[src/sv/cebb_pkg.sv]
// shared types and constants of the coverage edge background blend
package cebb_pkg;

	// configuration register indexes
	localparam logic [1:0] CFG_FRAME_WIDTH  = 2'd0;
	localparam logic [1:0] CFG_FRAME_HEIGHT = 2'd1;
	localparam logic [1:0] CFG_BLEND_WEIGHT = 2'd2;

	localparam int CFG_IDX_W  = 2;
	localparam int CFG_DATA_W = 11;
	localparam int SIZE_W     = 11;
	localparam int WEIGHT_W   = 9;
	localparam int COORD_W    = 10;
	localparam int CHAN_W     = 8;

	// depth of the job queue between front and back
	localparam int QUEUE_DEPTH = 4;
	localparam int QPTR_W      = $clog2(QUEUE_DEPTH);

	// emit mask bits of a job
	localparam int EMIT_DIAG  = 0;	// pixel up and left of the current one
	localparam int EMIT_ABOVE = 1;	// pixel above, at the row end
	localparam int EMIT_SELF  = 2;	// current pixel, in the last row

	typedef struct packed {
		logic [CHAN_W-1:0] r;
		logic [CHAN_W-1:0] g;
		logic [CHAN_W-1:0] b;
	} rgb_t;

	typedef struct packed {
		rgb_t fg;
		rgb_t bg;
	} color_t;

	// work handed from the front to the back for one accepted pixel
	typedef struct packed {
		logic [COORD_W-1:0] x;
		logic [COORD_W-1:0] y;
		logic [2:0]         emit;
		logic               blend;
		color_t             held;
		color_t             old;
		color_t             cur;
	} job_t;

	typedef struct packed {
		logic full;
		logic nonempty;
	} q_status_t;

endpackage

[src/sv/cebb_queue.sv]
// job queue between the classifying front and the emitting back
module cebb_queue (
	input  logic               clk,
	input  logic               arst_n,
	input  logic               push,
	input  cebb_pkg::job_t     push_job,
	input  logic               pop,
	output cebb_pkg::job_t     head,
	output cebb_pkg::q_status_t stat
);
	import cebb_pkg::*;

	job_t              slot_q [QUEUE_DEPTH];
	logic [QPTR_W-1:0] wr_ptr_q;
	logic [QPTR_W-1:0] rd_ptr_q;
	logic [QPTR_W:0]   count_q;

	// storage
	always_ff @(posedge clk) begin
		if (push) begin
			slot_q[wr_ptr_q] <= push_job;
		end
	end

	// pointers and fill count
	always_ff @(posedge clk or negedge arst_n) begin
		if (!arst_n) begin
			wr_ptr_q <= '0;
			rd_ptr_q <= '0;
			count_q  <= '0;
		end else begin
			if (push) begin
				wr_ptr_q <= wr_ptr_q + QPTR_W'(1);
			end
			if (pop) begin
				rd_ptr_q <= rd_ptr_q + QPTR_W'(1);
			end
			if (push && !pop) begin
				count_q <= count_q + (QPTR_W+1)'(1);
			end else if (pop && !push) begin
				count_q <= count_q - (QPTR_W+1)'(1);
			end
		end
	end

	assign head          = slot_q[rd_ptr_q];
	assign stat.full     = (count_q == (QPTR_W+1)'(QUEUE_DEPTH));
	assign stat.nonempty = (count_q != '0);

endmodule

[config.mk]
export PLATFORM = sky130hd
export DESIGN_NAME = cebb_queue
export DESIGN_NICKNAME = d
export VERILOG_FILES = /design/src/sv/cebb_pkg.sv /design/src/sv/cebb_queue.sv
export SDC_FILE = /design/constraint.sdc
export NUM_CORES = 1
export LEC_CHECK = 0
export ABC_AREA = 0
export BUFFER_PORTS_ARGS = -buffer_cell sky130_fd_sc_hd__buf_4
export CORE_AREA = 10 10 219 221
export DETAILED_ROUTE_END_ITERATION = 10
export DIE_AREA = 0 0 229 231
export HOLD_SLACK_MARGIN = 0.03
export PLACE_DENSITY_LB_ADDON = 0.08
export SETUP_SLACK_MARGIN = 0.15
export SLEW_MARGIN = 0
export SYNTH_ARGS = -nofsm -noshare
export SYNTH_HDL_FRONTEND = slang
export SYNTH_SLANG_ARGS = --single-unit
[constraint.sdc]
create_clock -name clk -period 6 [get_ports clk]
set_clock_uncertainty 0.2 [all_clocks]
set_input_delay 0 -clock clk [delete_from_list [all_inputs] [get_ports clk]]
set_output_delay 0 -clock clk [all_outputs]
set_load 0.05 [all_outputs]
==> reports/qor.txt <==
Final Hold Viols: 0
Post-detail-place hpwl: 30,200 um
Leakage Power: 11.6 nW
Routed Wire Length: 54,700 um
Mapped Area: 24,600 um^2
CP Class: flip-flop to output port
CTS tree: done
Outcome: finished clean
CTS max path bufs: 3
RSZ-0062 raised after global routing: no
Post-synthesis compound-gate area fraction: 0.0203%
# IOs: 342
Final setup viols: 0
Core outline area: 43,700 um^2
Yosys Warn Count: 0
DR pass1 iterations: 5
Max Clock Freq: 0.292 GHz
Worst VDD drop: 0.475 mV
Simple-gate share of the synthesized area: 0.203%
Initial drt markers: 1,073
Worst hold path type: primary input to flip-flop
CP Launch Type: flip-flop
Die ar.: 52,900 um^2
CTS Hold Buffers Added: 340
Final nets: 1,816
Most frequent cell on the critical path: buf_4
Period minus WS final: 3.43 ns
Post-Syn Instances: 912
R2R Path End: slot_q[0][167]
Slowest CP cell: dfrtp_4
H-tree depth: 3
Ratio of cells with drive above 1 in the final layout: 36.2%
CP Data Arrival Time: 3.23 ns
Largest net degree at the start of global routing: 124
Worst Hold Endpoint: slot_q[2][86]
CP max stage delay: 1.11 ns
Least-Margin Pin Slew: 1.18 ns
Largest family of logic cells by synthesized area: multiplexers
Post-synthesis mux area share: 15.4%
Latest clock arrival within the worst-skew pair: 0.57 ns
Hold path start: push_job[86]
Total track usage: 20.4%
Seq/Total Area, Yosys: 82.7%
Reg2reg start: wr_ptr_q[0]
Req. time, crit path: 5.80 ns
# resized after CTS: 0
FP Rows: 77
Yosys reg bits: 679
Hold path depth: 2
Die H: 231 um
Post-synthesis net count: 1,090
Synthesis-to-finish area growth: 35.3%
Reg-to-reg setup timing slack: 3.27 ns
Initial Util: 56.3%
Util after Layout: 76.2%
Cell area power density: 527 nW/um^2
First-pass GRT wire length: 82,500 um
Final Cycle Share: 57.2%
DRC Markers: 0
Num CTS Buffers: 69
Clock sinks: 679
Antenna violations before repair: 4
Wire per inst: 23.9 um
Vias in the first global route: 13,277
Post-CTS Setup Inserts: 0
Detail Route Antenna Nets: 0
Delay-heaviest family, CP: flip-flops
Critical path cell sequence: buf_4 > mux4_2 > buf_4
Slew margin rel.: 21.1%
Root Driver: clkbuf_16
Worst path bufs/invs: 2
Post-synthesis cell type count: 19
Clock transition at path regs: 0.06 ns
Die width: 229 um
Max_cap viols: 0
Total grt overflow: 0
Synth Area in Adders: 0.335%
Setup crit start: rd_ptr_q[1]
Via Count: 12,409
Port Buffers: 341
Via density: 5.43
Worst R2R Path Depth: 4
Crit path max fanout: 65
GP Congestion: 0.718
Xor/xnor cell area share of the yosys netlist: 0.213%
Crit end category: output port
Avg Cell Area, Syn: 27.0 um^2
Final setup TNS: 0 ns
Max-slew violations: 0
[worst register-to-register path, cell delays in order, from the launching register on]
cell and delay, ns:
dfrtp_1 0.42, inv_1 0.10, ha_1 0.15, and2_4 0.74, buf_12 0.58
[placed cells by master (no fill, tap or decap)]
cell and n:
xnor2_1 2, nor2_1 1, and2_4 4, mux4_2 168
mux2_2 1, clkbuf_1 21, dfrtp_1 5, diode_2 5
inv_6 5, fa_1 1, dfrtp_4 2, buf_4 347
buf_12 5, bufinv_16 3, inv_1 4, clkinv_2 5
edfxtp_1 672, o21ai_0 1, clkbuf_16 71, clkinv_1 15
nor3b_1 1, xor2_1 4, ha_1 5, dlygate4sd3_1 341
nand2_1 2, or3_1 1
[cells in the mapped netlist (all sizes together)]
master  instances  area [um^2]
nand2           2         7.51
buf            33          243
mux4          168         3780
and2            4         25.0
xnor2           2         17.5
dfrtp           7          175
edfxtp        672        20200
inv             4         15.0
o21ai           1         5.00
xor2            4         35.0
clkbuf          5         18.8
or3             1         6.26
fa              1         20.0
ha              5         62.6
nor2            1         3.75
nor3b           1         7.51
mux2            1         11.3
[cells by family after synthesis]
logic type               Yosys count
buffers and inverters             42
XOR/XNOR                           6
AO/OA/AOI/OAI                      1
multiplexers                     169
adder cells (fa/ha/maj)            6
flip-flops                       679
AND/OR/NAND/NOR                    9
[registers in the layout, summed over array words and instances (netlist names)]
signal,cells
slot_q,672
count_q,3
wr_ptr_q,2
rd_ptr_q,2
[where the power goes]
part / switching (W) / internal [W] / leakage, nW
logic: 0.00464 / 0.00242 / 4.32
registers: 0.000330 / 0.00621 / 6.25
clock network: 0.00166 / 0.00230 / 1.01
[layout make-up]
type / instances / area [um^2]
Antenna cell: 5 / 12.5
Tap cell: 592 / 741
Multi-Input combinational cell: 191 / 4000
Inverter: 4 / 15.0
Timing Repair Buffer: 693 / 6120
Fill cell: 2396 / 10400
Sequential cell: 679 / 20400
Clock buffer: 92 / 1860
Clock inverter: 28 / 215
[through the flow]
stage | hold WS, ns | instances | power (W) | instance area [um^2] | setup slack (ns)
after floorplan | -0.496 | 912 | 0.0116 | 24600 | 0.803
after global placement | -0.379 | 1818 | 0.0136 | 27800 | 3.14
after detailed placement | -0.379 | 1818 | 0.0136 | 27800 | 3.16
after CTS | 0.0314 | 2278 | 0.0177 | 33300 | 2.53
after global routing | 0.0318 | 2282 | 0.0182 | 33300 | 2.44
final | 0.0392 | 2284 | 0.0176 | 33300 | 2.57
[worst max path at each step]
stage / to / cells past startpoint
global placement: head[90] / 3
global route: head[87] / 3
floorplan: slot_q[2][0] / 3
detailed placement: head[90] / 3
CTS: head[90] / 3
finish: head[90] / 3
[metal layers]
metal	routed length, um	vias up	global-route usage [%]
li1	-	5452	-
met1	21400	6460	26.6
met2	28600	435	33.8
met3	3600	60	5.11
met4	1030	2	5.77
met5	9	-	0
Note: power is estimated with default switching activity, not from simulation.
