**src/sv/cebb_pkg.sv**
```systemverilog
// shared types and constants of the coverage edge background blend
package cebb_pkg;

	// configuration register indexes
	localparam logic [1:0] CFG_FRAME_WIDTH  = 2'd0;
	localparam logic [1:0] CFG_FRAME_HEIGHT = 2'd1;
	localparam logic [1:0] CFG_BLEND_WEIGHT = 2'd2;

	localparam int CFG_IDX_W  = 2;
	localparam int CFG_DATA_W = 11;
	localparam int SIZE_W     = 11;
	localparam int WEIGHT_W   = 9;
	localparam int COORD_W    = 10;
	localparam int CHAN_W     = 8;

	// depth of the job queue between front and back
	localparam int QUEUE_DEPTH = 4;
	localparam int QPTR_W      = $clog2(QUEUE_DEPTH);

	// emit mask bits of a job
	localparam int EMIT_DIAG  = 0;	// pixel up and left of the current one
	localparam int EMIT_ABOVE = 1;	// pixel above, at the row end
	localparam int EMIT_SELF  = 2;	// current pixel, in the last row

	typedef struct packed {
		logic [CHAN_W-1:0] r;
		logic [CHAN_W-1:0] g;
		logic [CHAN_W-1:0] b;
	} rgb_t;

	typedef struct packed {
		rgb_t fg;
		rgb_t bg;
	} color_t;

	// work handed from the front to the back for one accepted pixel
	typedef struct packed {
		logic [COORD_W-1:0] x;
		logic [COORD_W-1:0] y;
		logic [2:0]         emit;
		logic               blend;
		color_t             held;
		color_t             old;
		color_t             cur;
	} job_t;

	typedef struct packed {
		logic full;
		logic nonempty;
	} q_status_t;

endpackage

```
**src/sv/cebb_back.sv**
```systemverilog
// back: walks the results of each job, blends edge pixels, holds the output register
module cebb_back (
	input  logic                           clk,
	input  logic                           arst_n,
	input  logic [cebb_pkg::WEIGHT_W-1:0]  blend_weight,
	input  cebb_pkg::job_t                 q_head,
	input  cebb_pkg::q_status_t            q_stat,
	output logic                           q_pop,
	output logic                           out_valid,
	input  logic                           out_stall,
	output logic [cebb_pkg::COORD_W-1:0]   out_x,
	output logic [cebb_pkg::COORD_W-1:0]   out_y,
	output logic [cebb_pkg::CHAN_W-1:0]    out_r,
	output logic [cebb_pkg::CHAN_W-1:0]    out_g,
	output logic [cebb_pkg::CHAN_W-1:0]    out_b,
	output logic                           last_of_step
);
	import cebb_pkg::*;

	job_t                job_q;
	logic                job_valid_q;
	logic [2:0]          rem_q, rem_next;
	logic                issue, last;
	logic [WEIGHT_W-1:0] wt;
	color_t              src;
	logic                do_blend;
	logic [COORD_W-1:0]  rx, ry;
	rgb_t                res;

	// mix one channel with the background, weight in 1/256 units
	function automatic logic [CHAN_W-1:0] mix(input logic [CHAN_W-1:0] c,
		input logic [CHAN_W-1:0] bg, input logic [WEIGHT_W-1:0] w);
		logic [16:0] a, b, s;
		a = 17'(c) * 17'(WEIGHT_W'(9'd256) - w);
		b = 17'(bg) * 17'(w);
		s = a + b;
		return s[15:8];
	endfunction

	assign wt = (blend_weight > WEIGHT_W'(256)) ? WEIGHT_W'(256) : blend_weight;

	assign issue = job_valid_q && (!out_valid || !out_stall);

	// pick the pending result in emission order
	always_comb begin
		rem_next = rem_q;
		rx       = job_q.x;
		ry       = job_q.y;
		src      = job_q.cur;
		do_blend = 1'b0;
		if (rem_q[EMIT_DIAG]) begin
			rem_next[EMIT_DIAG] = 1'b0;
			rx       = job_q.x - COORD_W'(1);
			ry       = job_q.y - COORD_W'(1);
			src      = job_q.held;
			do_blend = job_q.blend;
		end else if (rem_q[EMIT_ABOVE]) begin
			rem_next[EMIT_ABOVE] = 1'b0;
			ry  = job_q.y - COORD_W'(1);
			src = job_q.old;
		end else begin
			rem_next[EMIT_SELF] = 1'b0;
		end
	end

	assign last  = (rem_next == 3'b000);
	assign q_pop = q_stat.nonempty && (!job_valid_q || (issue && last));

	// blend or pass through
	always_comb begin
		if (do_blend) begin
			res.r = mix(src.fg.r, src.bg.r, wt);
			res.g = mix(src.fg.g, src.bg.g, wt);
			res.b = mix(src.fg.b, src.bg.b, wt);
		end else begin
			res = src.fg;
		end
	end

	// current job
	always_ff @(posedge clk or negedge arst_n) begin
		if (!arst_n) begin
			job_valid_q <= 1'b0;
			rem_q       <= '0;
		end else begin
			if (q_pop) begin
				job_valid_q <= 1'b1;
				rem_q       <= q_head.emit;
			end else if (issue) begin
				job_valid_q <= !last;
				rem_q       <= rem_next;
			end
		end
	end

	always_ff @(posedge clk) begin
		if (q_pop) begin
			job_q <= q_head;
		end
	end

	// output register
	always_ff @(posedge clk or negedge arst_n) begin
		if (!arst_n) begin
			out_valid <= 1'b0;
		end else if (issue) begin
			out_valid <= 1'b1;
		end else if (!out_stall) begin
			out_valid <= 1'b0;
		end
	end

	always_ff @(posedge clk) begin
		if (issue) begin
			out_x        <= rx;
			out_y        <= ry;
			out_r        <= res.r;
			out_g        <= res.g;
			out_b        <= res.b;
			last_of_step <= last;
		end
	end

endmodule

```
**config.mk**
```make
export PLATFORM = sky130hd
export DESIGN_NAME = cebb_back
export DESIGN_NICKNAME = d
export VERILOG_FILES = /design/src/sv/cebb_pkg.sv /design/src/sv/cebb_back.sv
export SDC_FILE = /design/constraint.sdc
export NUM_CORES = 1
export LEC_CHECK = 0
export BUFFER_PORTS_ARGS = -buffer_cell sky130_fd_sc_hd__buf_2
export CORE_UTILIZATION = 50
export DETAILED_ROUTE_END_ITERATION = 10
export GPL_TIMING_DRIVEN = 0
export PLACE_DENSITY_LB_ADDON = 0.3
export SLEW_MARGIN = 30
export SYNTH_ARGS = -nofsm -noshare
export SYNTH_HDL_FRONTEND = slang
export SYNTH_SLANG_ARGS = --single-unit
```
**constraint.sdc**
```tcl
create_clock -name clk -period 14.12 [get_ports clk]
set_input_delay 3.53 -clock clk [delete_from_list [all_inputs] [get_ports clk]]
set_output_delay 3.53 -clock clk [all_outputs]
set_load 0.01 [all_outputs]
```
==> metrics.md <==
| Metric | Value |
|---|---|
| Vias in the first global route | `17500` |
| CP Launch Type | `primary input` |
| Post-synth EDFFs | `210` |
| Final nets | `between 3000 and 4000` |
| TNS Setup | `0 ps` |
| Drt first pass iters | `7` |
| R2R Path Start | `rem_q[0]` |
| Post-cts resize count | `0` |
| ANT cells | `0` |
| Routed vias/inst | `around 5.2` |
| Residual DRC | `0` |
| Max-cap violations | `0` |
| Slew of the pin with the lowest slew margin | `1070 ps` |
| Clock Tree Buf Depth | `3` |
| Largest net degree at the start of global routing | `91` |
| Initial DRC count | `a little under 1000` |
| Max Slew Vio Count | `0` |
| Distinct cells, synth | `67` |
| Yosys warning count | `0` |
| Worst Path Arrival | `about 14000 ps` |
| Design Area, Final | `approximately 26000 um2` |
| Starting Density | `0.510` |
| Crit Path Class | `in -> reg` |
| Top_reg_cell synth | `edfxtp_1` |
| Final setup violation count | `0` |
| Port Buffer Count | `226` |
| Hold WC Path Type | `reg -> reg` |
| Rows | `just under 80` |
| Post-route minimum period | `between 10000 and 15000 ps` |
| RSZ-0062 raised after global routing | `false` |
| Crit-path max FO | `10` |
| Min-delay src | `job_valid_q` |
| Achievable Freq | `~73 MHz` |
| Total core area | `~45000 um2` |
| Post-DP HPWL | `just over 50 mm` |
| Clk_lat worst skew | `530 ps` |
| Total congestion overflow | `0` |
| H-tree depth | `1` |
| Share of flip-flops with an asynchronous set or reset | `0.0233` |
| Relative slew slack | `0.280` |
| Die area | `46200 um2` |
| Worst Setup SP | `blend_weight[8]` |
| DIE HEIGHT | `215 um` |
| Commonest non-fill, non-tap cell in the layout | `inv_1` |
| Final setup skew | `13.5 ps` |
| Endpoint class of the critical path | `flip-flop` |
| Die width | `around 210 um` |
| Gate Count Post-Synth | `about 2200` |
| Detail Route Antenna Nets | `0` |
| Seq/Total Area, Yosys | `0.284` |
| Util after Layout | `0.575` |
| TritonCTS clock tree | `yes` |
| First-pass GRT wire length | `~97 mm` |
| CP most frequent cell | `fa_1` |
| CTS clk-pin slew, worst paths | `about 60 ps` |
| Cts hold-fix bufs | `0` |
| Status | `finished, final reports clean` |
| Final WL | `about 63 mm` |
| Root buffer cell | `clkbuf_16` |
| Syn_area_per_cell | `about 10 um2` |
| Critical Path Max Stage Delay | `just over 800 ps` |
| Critical-path top delay cell | `clkbuf_1` |
| Area delta synth->final | `12.8%` |
| Worst endpoint required time | `14370 ps` |
| Clock sinks | `around 220` |
| IO Pins | `229` |
| Initial antenna violation count | `3` |
| Fraction of layout cells with a size suffix above 1 | `0.123` |
| Wire length per cell | `between 20 and 25 um` |
| Final Cycle Share | `0.973` |
| Cell Area, Placed | `approximately 25000 um2` |
| Final GP Congestion | `~0.95` |
| Final hold violation count | `0` |
| Total CTS buffers | `23` |
| Via count | `between 15000 and 20000` |
| Synth Register Bits | `215` |
| Cell area after synthesis | `roughly 23000 um2` |
| Commonest non-fill, non-tap cells in the layout | `482 x inv_1, 366 x fa_1, 255 x nor2_1, 234 x buf_2, 231 x nand2_1` |
| Tot GR Track Use | `0.281` |
| Buffers inserted during post-CTS setup optimization | `0` |
## worst max-delay path, delay by kind of cell
| kind | cells | cell delay, ps |
|---|---|---|
| adder cells (fa/ha/maj) | 8 | 3720 |
| XOR/XNOR | 2 | 680 |
| AND/OR/NAND/NOR | 7 | 1650 |
| buffers and inverters | 11 | 3570 |
| AO/OA/AOI/OAI | 3 | 800 |
## cell type report
| type | instances | area [um2] |
|---|---|---|
| Buffer | 65 | 288 |
| Timing Repair Buffer | 230 | 1190 |
| Sequential cell | 215 | 6430 |
| Multi-Input combinational cell | 1465 | 14400 |
| Clock inverter | 11 | 146 |
| Fill cell | 3813 | 18900 |
| Inverter | 486 | 1840 |
| Tap cell | 592 | 741 |
| Clock buffer | 27 | 591 |
## per-layer routing
metal  vias to the layer above  wire length, um  GRT usage
met4                         2             3200      0.126
met3                       143             5140     0.0566
met5                         -               11          0
met2                       659            29700      0.472
li1                       7281                -          -
met1                      8136            24500      0.353
## cell usage after synthesis (8+ instances only)
cell / n / area (um2)
a21o_1: 9 / 67.6
ha_1: 155 / 1940
clkbuf_1: 45 / 169
inv_1: 484 / 1820
and2_1: 23 / 144
nand2b_1: 22 / 138
o21ai_0: 47 / 235
nand2_1: 231 / 867
xnor2_1: 54 / 473
fa_1: 366 / 7330
nor2_1: 255 / 957
nor2b_1: 16 / 100
xor2_1: 27 / 236
a21oi_1: 33 / 165
nor3_1: 12 / 60.1
edfxtp_1: 210 / 6310
o21a_1: 27 / 203
o21ai_1: 10 / 50.1
buf_1: 8 / 30.0
mux2i_1: 53 / 531
## cell families (layout without fill, tap and decap cells)
family          count (synthesis)  count (layout)  share of synthesized area
xor+xnor                       81              81                     0.0313
compound gates                154             154                     0.0420
buf+inv                       551             819                     0.0932
simple gates                  603             603                      0.115
other cells                     2              48                   0.000331
fa+ha+maj                     521             521                      0.409
flops                         215             215                      0.284
mux                            58              58                     0.0264
## flip-flops by register name, summed over array words and instances, names as in the netlist
name,count
job_q,165
job_valid_q,1
last_of_step,1
out_b,8
out_g,8
out_r,8
out_valid,1
out_x,10
out_y,10
rem_q,3
## path summary, 6_finish.rpt
| kind | endpoint | slack, ps | depth (start not counted) |
|---|---|---|---|
| hold / removal | out_valid | 520 | 1 |
| min in group asynchronous | job_valid_q | 2800 | 1 |
| setup reg to reg | out_b[7] | 4890 | 25 |
| hold reg to reg | out_valid | 520 | 1 |
| setup / recovery | out_b[7] | 380 | 31 |
| max in group asynchronous | rem_q[1] | 11180 | 1 |
## per-stage QoR
stage / setup WS (ps) / hold WS, ps / std cells
final: 384 / 521 / 3091
after global routing: 227 / 524 / 3091
after CTS: 739 / 518 / 3090
after detailed placement: 195 / 495 / 3052
after global placement: -5.84 / 467 / 3049
after floorplan: 2920 / 447 / 2231
Power is left out: the tool's default activity adds up to more than one toggle a clock period on the data nets, which glitch-free logic cannot reach.
